===== config.mk =====
export PLATFORM = sky130hd
export DESIGN_NAME = image_region_mask
export DESIGN_NICKNAME = d
export VERILOG_FILES = /design/src/rtl/core/irm_pkg.sv /design/src/rtl/core/irm_coord_cnt.sv /design/src/rtl/core/irm_region.sv /design/src/rtl/core/irm_pixel_op.sv /design/src/rtl/core/image_region_mask.sv
export SDC_FILE = /design/constraint.sdc
export NUM_CORES = 2
export LEC_CHECK = 0
export BUFFER_PORTS_ARGS = -buffer_cell sky130_fd_sc_hd__buf_2
export CELL_PAD_IN_SITES_DETAIL_PLACEMENT = 0
export CELL_PAD_IN_SITES_GLOBAL_PLACEMENT = 2
export CORE_MARGIN = 10
export CORE_UTILIZATION = 39
export CTS_BUF_LIST = sky130_fd_sc_hd__clkbuf_4 sky130_fd_sc_hd__clkbuf_8
export CTS_CLUSTER_DIAMETER = 120
export DETAILED_ROUTE_END_ITERATION = 12
export PLACE_DENSITY = 0.89
export SYNTH_ARGS = -nofsm -noshare
export SYNTH_HDL_FRONTEND = slang
export SYNTH_SLANG_ARGS = --single-unit

===== constraint.sdc =====
create_clock -name clk_i -period 13.8 [get_ports clk_i]
set_clock_uncertainty 0.15 [all_clocks]
set_input_delay 1.38 -clock clk_i [delete_from_list [all_inputs] [get_ports clk_i]]
set_output_delay 1.38 -clock clk_i [all_outputs]
set_load 0.05 [all_outputs]

===== src/rtl/core/irm_pkg.sv =====
// Shared types and constants for the image region mask block.
package irm_pkg;

  // Configuration port geometry
  localparam int unsigned CfgIdxW   = 3;
  localparam int unsigned CfgDataW  = 33;

  // Fixed field widths
  localparam int unsigned PixW      = 32;
  localparam int unsigned BoundW    = 16;
  localparam int unsigned RadSqW    = 33;
  localparam int unsigned CtrlW     = 4;

  // Register indexes on the configuration port
  localparam logic [CfgIdxW-1:0] RegControl      = 3'd0;
  localparam logic [CfgIdxW-1:0] RegXLow         = 3'd1;
  localparam logic [CfgIdxW-1:0] RegXHigh        = 3'd2;
  localparam logic [CfgIdxW-1:0] RegYLow         = 3'd3;
  localparam logic [CfgIdxW-1:0] RegYHigh        = 3'd4;
  localparam logic [CfgIdxW-1:0] RegCircleCenter = 3'd5;
  localparam logic [CfgIdxW-1:0] RegRadiusSq     = 3'd6;
  localparam logic [CfgIdxW-1:0] RegFillValue    = 3'd7;

  // Operation applied to a selected pixel
  typedef enum logic [1:0] {
    OP_SET     = 2'd0,
    OP_ADD     = 2'd1,
    OP_MUL     = 2'd2,
    OP_SET_ALT = 2'd3
  } op_e;

  // Region description seen by the selection logic
  typedef struct packed {
    logic                   circle;
    logic                   invert;
    logic [BoundW-1:0]      x_low;
    logic [BoundW-1:0]      x_high;
    logic [BoundW-1:0]      y_low;
    logic [BoundW-1:0]      y_high;
    logic [BoundW-1:0]      cx;
    logic [BoundW-1:0]      cy;
    logic [RadSqW-1:0]      radius_sq;
  } region_cfg_t;

endpackage


===== src/rtl/core/irm_coord_cnt.sv =====
// Column and row position counter for the raster pixel stream.
module irm_coord_cnt #(
  parameter int unsigned COORD_BITS = 16
) (
  input  logic                  clk_i,
  input  logic                  rst_ni,
  input  logic                  advance_i,
  input  logic                  row_end_i,
  input  logic                  frame_end_i,
  output logic [COORD_BITS-1:0] col_o,
  output logic [COORD_BITS-1:0] row_o
);

  logic [COORD_BITS-1:0] col_q, col_d;
  logic [COORD_BITS-1:0] row_q, row_d;

  // Next position: frame end wins over row end, counters wrap
  always_comb begin
    col_d = col_q;
    row_d = row_q;
    if (advance_i) begin
      if (frame_end_i) begin
        col_d = '0;
        row_d = '0;
      end else if (row_end_i) begin
        col_d = '0;
        row_d = row_q + COORD_BITS'(1);
      end else begin
        col_d = col_q + COORD_BITS'(1);
      end
    end
  end

  always_ff @(posedge clk_i or negedge rst_ni) begin
    if (!rst_ni) begin
      col_q <= '0;
      row_q <= '0;
    end else begin
      col_q <= col_d;
      row_q <= row_d;
    end
  end

  assign col_o = col_q;
  assign row_o = row_q;

endmodule


===== src/rtl/core/irm_region.sv =====
// Box or circle membership test for one pixel position.
module irm_region #(
  parameter int unsigned COORD_BITS = 16
) (
  input  irm_pkg::region_cfg_t  cfg_i,
  input  logic [COORD_BITS-1:0] col_i,
  input  logic [COORD_BITS-1:0] row_i,
  output logic                  sel_o
);

  logic [irm_pkg::BoundW-1:0]   col;
  logic [irm_pkg::BoundW-1:0]   row;
  logic                         in_box;
  logic [irm_pkg::BoundW-1:0]   dx_abs;
  logic [irm_pkg::BoundW-1:0]   dy_abs;
  logic [2*irm_pkg::BoundW-1:0] dx_sq;
  logic [2*irm_pkg::BoundW-1:0] dy_sq;
  logic [irm_pkg::RadSqW-1:0]   dist_sq;

  assign col = irm_pkg::BoundW'(col_i);
  assign row = irm_pkg::BoundW'(row_i);

  // Box: low bound inclusive, high bound exclusive
  assign in_box = (col >= cfg_i.x_low) && (col < cfg_i.x_high) &&
                  (row >= cfg_i.y_low) && (row < cfg_i.y_high);

  // Circle: exact squared distance from the centre
  assign dx_abs  = (col >= cfg_i.cx) ? (col - cfg_i.cx) : (cfg_i.cx - col);
  assign dy_abs  = (row >= cfg_i.cy) ? (row - cfg_i.cy) : (cfg_i.cy - row);
  assign dx_sq   = dx_abs * dx_abs;
  assign dy_sq   = dy_abs * dy_abs;
  assign dist_sq = irm_pkg::RadSqW'(dx_sq) + irm_pkg::RadSqW'(dy_sq);

  // The circle boundary is selected both plain and inverted
  always_comb begin
    if (cfg_i.circle) begin
      sel_o = cfg_i.invert ? (dist_sq >= cfg_i.radius_sq) : (dist_sq <= cfg_i.radius_sq);
    end else begin
      sel_o = cfg_i.invert ? !in_box : in_box;
    end
  end

endmodule


===== src/rtl/core/irm_pixel_op.sv =====
// Set, saturating add or saturating Q16.16 multiply of a selected pixel.
module irm_pixel_op (
  input  logic signed [irm_pkg::PixW-1:0] pixel_i,
  input  logic signed [irm_pkg::PixW-1:0] fill_i,
  input  irm_pkg::op_e                    op_i,
  input  logic                            sel_i,
  output logic signed [irm_pkg::PixW-1:0] pixel_o
);

  localparam int unsigned SumW  = irm_pkg::PixW + 1;
  localparam int unsigned ProdW = 2 * irm_pkg::PixW;
  localparam int unsigned FracW = 16;
  localparam int unsigned ShW   = ProdW - FracW;

  localparam logic signed [irm_pkg::PixW-1:0] PixMax = {1'b0, {(irm_pkg::PixW-1){1'b1}}};
  localparam logic signed [irm_pkg::PixW-1:0] PixMin = {1'b1, {(irm_pkg::PixW-1){1'b0}}};

  logic signed [SumW-1:0]          sum;
  logic signed [irm_pkg::PixW-1:0] sum_sat;
  logic signed [ProdW-1:0]         pix_ext;
  logic signed [ProdW-1:0]         fill_ext;
  logic signed [ProdW-1:0]         prod;
  logic signed [ShW-1:0]           prod_sh;
  logic                            prod_fits;
  logic signed [irm_pkg::PixW-1:0] prod_sat;

  // Saturating add
  assign sum = SumW'(pixel_i) + SumW'(fill_i);
  always_comb begin
    if (sum[SumW-1] != sum[SumW-2]) begin
      sum_sat = sum[SumW-1] ? PixMin : PixMax;
    end else begin
      sum_sat = sum[irm_pkg::PixW-1:0];
    end
  end

  // Full product, arithmetic shift drops the fraction (floor), then saturate
  assign pix_ext   = ProdW'(pixel_i);
  assign fill_ext  = ProdW'(fill_i);
  assign prod      = pix_ext * fill_ext;
  assign prod_sh   = prod[ProdW-1:FracW];
  assign prod_fits = (&prod_sh[ShW-1:irm_pkg::PixW-1]) || !(|prod_sh[ShW-1:irm_pkg::PixW-1]);
  always_comb begin
    if (prod_fits) begin
      prod_sat = prod_sh[irm_pkg::PixW-1:0];
    end else begin
      prod_sat = prod_sh[ShW-1] ? PixMin : PixMax;
    end
  end

  // Unselected pixels pass through
  always_comb begin
    pixel_o = pixel_i;
    if (sel_i) begin
      case (op_i) inside
        irm_pkg::OP_ADD: begin
          pixel_o = sum_sat;
        end
        irm_pkg::OP_MUL: begin
          pixel_o = prod_sat;
        end
        irm_pkg::OP_SET, irm_pkg::OP_SET_ALT: begin
          pixel_o = fill_i;
        end
        default: begin
          pixel_o = fill_i;
        end
      endcase
    end
  end

endmodule


===== src/rtl/core/image_region_mask.sv =====
// Top level of the image region mask: config registers, pixel pipeline, output register.
//
// Usage:
//   Pixels arrive in raster order on the input channel (in_valid_i / in_stall_o) as
//   signed Q16.16 words with row end and frame end flags on the last pixel of a row
//   or image. The block counts its own column and row from these flags.
//   Each pixel is tested against a box or a circle (or the complement) and a
//   selected pixel is set to, added to or multiplied by the fill value.
//   Results leave on the output channel (out_valid_o / out_stall_i), one word per
//   input word, in order, with the flags copied through.
// Timing:
//   An accepted word passes through the input register and then the output
//   register before it is presented on the output.
//   One word per cycle is sustained while out_stall_i is low; the cycle is set
//   by the 32x32 multiply and saturation between the input and output registers.
// Reset:
//   All configuration registers and both counters clear; the pipeline empties.
// Stall:
//   While out_stall_i holds, the output word holds; the input register still fills, and
//   once both are full in_stall_o is raised in the same cycle. The user must write
//   configuration via cfg_we_i / cfg_idx_i / cfg_wdata_i only while idle (not enforced).
module image_region_mask #(
  parameter int unsigned COORD_BITS = 16
) (
  input  logic                                clk_i,
  input  logic                                rst_ni,
  // Configuration write port
  input  logic                                cfg_we_i,
  input  logic [irm_pkg::CfgIdxW-1:0]         cfg_idx_i,
  input  logic [irm_pkg::CfgDataW-1:0]        cfg_wdata_i,
  // Input channel
  input  logic                                in_valid_i,
  output logic                                in_stall_o,
  input  logic signed [irm_pkg::PixW-1:0]     pixel_in_i,
  input  logic                                row_end_in_i,
  input  logic                                frame_end_in_i,
  // Output channel
  output logic                                out_valid_o,
  input  logic                                out_stall_i,
  output logic signed [irm_pkg::PixW-1:0]     pixel_out_o,
  output logic                                row_end_out_o,
  output logic                                frame_end_out_o
);

  irm_pkg::region_cfg_t            region_q;
  irm_pkg::op_e                    op_q;
  logic signed [irm_pkg::PixW-1:0] fill_q;

  logic                            in_accept;
  logic                            out_load;
  logic [COORD_BITS-1:0]           col;
  logic [COORD_BITS-1:0]           row;

  logic                            s1_valid_q;
  logic signed [irm_pkg::PixW-1:0] s1_pixel_q;
  logic                            s1_row_end_q;
  logic                            s1_frame_end_q;
  logic [COORD_BITS-1:0]           s1_col_q;
  logic [COORD_BITS-1:0]           s1_row_q;

  logic                            sel;
  logic signed [irm_pkg::PixW-1:0] pixel_res;

  logic                            out_valid_q;
  logic signed [irm_pkg::PixW-1:0] out_pixel_q;
  logic                            out_row_end_q;
  logic                            out_frame_end_q;

  // Configuration registers
  always_ff @(posedge clk_i or negedge rst_ni) begin
    if (!rst_ni) begin
      region_q <= '0;
      op_q     <= irm_pkg::OP_SET;
      fill_q   <= '0;
    end else if (cfg_we_i) begin
      unique case (cfg_idx_i)
        irm_pkg::RegControl: begin
          region_q.circle <= cfg_wdata_i[0];
          region_q.invert <= cfg_wdata_i[1];
          op_q            <= irm_pkg::op_e'(cfg_wdata_i[3:2]);
        end
        irm_pkg::RegXLow:         region_q.x_low     <= cfg_wdata_i[irm_pkg::BoundW-1:0];
        irm_pkg::RegXHigh:        region_q.x_high    <= cfg_wdata_i[irm_pkg::BoundW-1:0];
        irm_pkg::RegYLow:         region_q.y_low     <= cfg_wdata_i[irm_pkg::BoundW-1:0];
        irm_pkg::RegYHigh:        region_q.y_high    <= cfg_wdata_i[irm_pkg::BoundW-1:0];
        irm_pkg::RegCircleCenter: begin
          region_q.cx <= cfg_wdata_i[irm_pkg::BoundW-1:0];
          region_q.cy <= cfg_wdata_i[2*irm_pkg::BoundW-1:irm_pkg::BoundW];
        end
        irm_pkg::RegRadiusSq:     region_q.radius_sq <= cfg_wdata_i[irm_pkg::RadSqW-1:0];
        irm_pkg::RegFillValue:    fill_q             <= cfg_wdata_i[irm_pkg::PixW-1:0];
        default: begin
        end
      endcase
    end
  end

  // Pipeline flow: output loads when empty or taken, input register moves into it
  assign out_load   = !out_valid_q || !out_stall_i;
  assign in_stall_o = s1_valid_q && !out_load;
  assign in_accept  = in_valid_i && !in_stall_o;

  // Position of the word being accepted
  irm_coord_cnt #(
    .COORD_BITS (COORD_BITS)
  ) u_coord_cnt (
    .clk_i       (clk_i),
    .rst_ni      (rst_ni),
    .advance_i   (in_accept),
    .row_end_i   (row_end_in_i),
    .frame_end_i (frame_end_in_i),
    .col_o       (col),
    .row_o       (row)
  );

  // Input register
  always_ff @(posedge clk_i or negedge rst_ni) begin
    if (!rst_ni) begin
      s1_valid_q <= 1'b0;
    end else if (!s1_valid_q || out_load) begin
      s1_valid_q <= in_accept;
    end
  end

  always_ff @(posedge clk_i) begin
    if (in_accept) begin
      s1_pixel_q     <= pixel_in_i;
      s1_row_end_q   <= row_end_in_i;
      s1_frame_end_q <= frame_end_in_i;
      s1_col_q       <= col;
      s1_row_q       <= row;
    end
  end

  // Region test and pixel operation
  irm_region #(
    .COORD_BITS (COORD_BITS)
  ) u_region (
    .cfg_i (region_q),
    .col_i (s1_col_q),
    .row_i (s1_row_q),
    .sel_o (sel)
  );

  irm_pixel_op u_pixel_op (
    .pixel_i (s1_pixel_q),
    .fill_i  (fill_q),
    .op_i    (op_q),
    .sel_i   (sel),
    .pixel_o (pixel_res)
  );

  // Output register
  always_ff @(posedge clk_i or negedge rst_ni) begin
    if (!rst_ni) begin
      out_valid_q <= 1'b0;
    end else if (out_load) begin
      out_valid_q <= s1_valid_q;
    end
  end

  always_ff @(posedge clk_i) begin
    if (out_load && s1_valid_q) begin
      out_pixel_q     <= pixel_res;
      out_row_end_q   <= s1_row_end_q;
      out_frame_end_q <= s1_frame_end_q;
    end
  end

  assign out_valid_o     = out_valid_q;
  assign pixel_out_o     = out_pixel_q;
  assign row_end_out_o   = out_row_end_q;
  assign frame_end_out_o = out_frame_end_q;

endmodule


==> flow_summary_export.csv <==
group,metric,value,unit
cts,clock-root-buffer,"clkbuf_8",
synthesis,post_synth.cell_area_avg,9.25,sq um
setup_path,cp_top_family,"adder cells",
cts,cts_buffer_depth,3,
timing,period_minus_slack,13.27,ns
synthesis,synth_cells,7514,
timing,setup_viol,0,
drt,drcViolationCount,0,
synthesis,yosys_warnings,0,
cts,cts_max_level,2,
finish,syn_to_final_growth,7.36,%
setup_path,cp_slowest_cell,"fa_1",
timing,max_clock_freq,0.0754,GHz
place,portBuffers,110,
synthesis,post_synth_num_cell_types,84,
synthesis,synth_seq_cells,299,
timing,max_slew.worst_pin.slew,1.30,ns
timing,layout_setup_ws,0.530,ns
cts,clock_latency,0.70,ns
setup_path,crit_arrival,13.65,ns
drt,drt_pass1_iterations,6,
timing,slew_viol_final,0,
place,hpwl,178000,um
setup_path,critPathBufInv,14,
synthesis,synthArstFlopShare,66.6,%
drt,antenna_left,0,
drt,viasPerCell,5.18,
timing,hold_viol,0,
drt,routed_wl,219000,um
place,place.gp.congestion,0.956,
hold_path,worstHoldPathType,"flip-flop to flip-flop",
cts,clkTransAtPathRegs,0.07,ns
timing,slew_headroom,13.6,%
global_route,grt_pass1_wl,342000,um
cts,cts_buffers,50,
setup_path,path_max_fanout,15,
floorplan,pin_count,111,
setup_path,crit_type,"flip-flop to flip-flop",
setup_path,worstSetupStartpointType,"flip-flop",
synthesis,synth_nets,9626,
setup_path,critPathMaxStageDelay,0.54,ns
floorplan,initial_core_util,39.3,%
synthesis,synth_ff_type,"dfrtp_1",
cts,cts_sinks,299,
timing,post-route-period-util,96.2,%
floorplan,rows,154,
timing,finalSetupTns,0,ns
global_route,grt_max_degree,125,
setup_path,critPathMostFrequentCell,"fa_1",
drt,vias,51426,
setup_path,worstPathRequired,14.18,ns
synthesis,synth_area,69500,sq um
floorplan,design.die.area,195000,sq um
global_route,overflow,0,
flow_run,drv_cap,0,
cts,postCtsHoldBufs,0,
synthesis,ys_seq_area_share,11.5,%
finish,num-nets-final,9657,
synthesis,synth_edf_count,100,
floorplan,die_h,442,um
setup_path,worst_setup_path_end_kind,"flip-flop",
global_route,grt_pass1_vias,56712,
drt,drt_iter0_drc,3149,
floorplan,die_width,442,um
finish,drive_above_1_share,8.04,%
floorplan,coreArea,177000,sq um
drt,drt-wirelength-per-cell,22.1,um
status,status,"finished, final reports clean",
global_route,antenna_found_initial,5,
place,dp_slack,0.0391,ns
global_route,grt_use_total,22.5,%
cts,cts_tree,"built",
==> layout by cell type, fill, tap and decap left out, types with 12 or more instances in the layout <==
master	instances
dfrtp_1	195
edfxtp_1	100
xor2_1	61
nor2b_1	24
clkbuf_4	15
nand2_1	995
nand4_1	50
clkbuf_8	59
a21o_1	116
mux2_2	125
o21ai_0	171
xnor2_1	97
buf_4	173
o21a_1	24
nor3_1	45
ha_1	560
nor2_1	295
o211ai_1	32
o21bai_1	30
nand3_1	41
inv_1	1885
a21oi_1	193
a211oi_1	30
mux2i_1	15
a221oi_1	12
a31oi_1	22
or2_2	32
and3_1	24
fa_1	1477
and2_1	232
a22oi_1	15
buf_2	109
nand2b_1	78
or3_1	15
==> final cells by class <==
type | instances | area [sq um]
fillers | 17387 | 102000
multi-input cells | 5009 | 53500
flip-flops and latches | 299 | 7990
inverters | 1895 | 7110
well taps | 2340 | 2930
repair buffers | 290 | 2000
clock buffers | 73 | 911
clock inverters | 18 | 185
diodes | 3 | 7.51
==> cell families (layout without fill, tap and decap cells) <==
kind of cell / after synthesis / in the layout / synth area share (%)
buffers and inverters: 2207 / 2276 / 12.0
XOR/XNOR: 168 / 168 / 2.12
AO/OA/AOI/OAI: 781 / 782 / 7.31
multiplexers: 143 / 143 / 2.28
AND/OR/NAND/NOR: 1879 / 1879 / 12.2
adder cells (fa/ha/maj): 2037 / 2037 / 52.6
flip-flops: 299 / 299 / 11.5
other: 0 / 3 / 0
==> sequential cells by signal, summed over array words and instances (netlist names) <==
| signal | cells |
|---|---|
| fill_q | 32 |
| frame_end_out_o | 1 |
| op_q | 2 |
| out_valid_o | 1 |
| pixel_out_o | 32 |
| region_q | 131 |
| row_end_out_o | 1 |
| s1_col_q | 16 |
| s1_frame_end_q | 1 |
| s1_pixel_q | 32 |
| s1_row_end_q | 1 |
| s1_row_q | 16 |
| s1_valid_q | 1 |
| u_coord_cnt.col_o | 16 |
| u_coord_cnt.row_o | 16 |
==> metal layers <==
metal  part of all wire [%]  up-vias  global-route usage, %  wire length (um)
met3                    5.0      433                   2.17             10900
met4                    4.9        0                   8.91             10700
met2                     50     1570                   39.6            109000
met1                     40    26729                   28.4             88800
li1                       -    22694                      -                 -
met5                      0        -                      0                 0
==> through the flow <==
step / cell area, sq um / hold WS [ns] / instances / utilization [%]
after floorplan: 69500 / 0.250 / 7514 / -
after global placement: 73100 / 0.254 / 9819 / 41.4
after detailed placement: 73100 / 0.258 / 9819 / 41.4
after CTS: 74200 / 0.266 / 9910 / 42.0
after global routing: 74600 / 0.277 / 9925 / 42.2
final: 74600 / 0.263 / 9927 / 42.2
==> Yosys cell counts, types with 18 or more instances <==
cell	n	area, sq um
o211ai_1	32	240
xnor2_1	107	937
clkbuf_1	292	1100
mux2_2	125	1410
nand2b_1	79	494
ha_1	560	7010
xor2_1	61	534
o21ai_0	173	866
nor3_1	47	235
nand3_1	41	205
edfxtp_1	100	3000
nand4_1	50	313
mux2i_1	18	180
nor2b_1	24	150
fa_1	1477	29600
and2_1	232	1450
and3_1	24	150
a31oi_1	23	144
or2_2	32	200
o21a_1	24	180
inv_1	1888	7090
a211oi_1	33	248
nand2_1	997	3740
nor2_1	297	1110
a21o_1	116	871
a21oi_1	198	991
dfrtp_1	199	4980
o21bai_1	31	233
==> timing repair <==
| action | CTS | global route |
|---|---|---|
| cloned | 0 | 3 |
| endpoints found under the setup margin | 11 | 32 |
| pin swaps | 0 | 11 |
| buffers inserted | 0 | 11 |
| resized for setup | 2 | 42 |
==> final timing paths <==
path,cells after the start,slack (ns),endpoint,from
worst max-delay path,55,0.53,pixel_out_o[3]$_DFFE_PP_,s1_row_q[0]$_DFFE_PP_
worst min-delay path,0,0.26,frame_end_out_o$_DFFE_PP_,s1_frame_end_q$_DFFE_PP_
worst max register to register,55,0.53,pixel_out_o[3]$_DFFE_PP_,s1_row_q[0]$_DFFE_PP_
worst min register to register,0,0.26,frame_end_out_o$_DFFE_PP_,s1_frame_end_q$_DFFE_PP_
max in group asynchronous,2,11.12,fill_q[11]$_DFFE_PN0P_,rst_ni
min in group asynchronous,1,0.72,region_q[73]$_DFFE_PN0P_,rst_ni
Power is left out: the tool's default activity adds up to more than one toggle a clock period on the data nets, which glitch-free logic cannot reach.
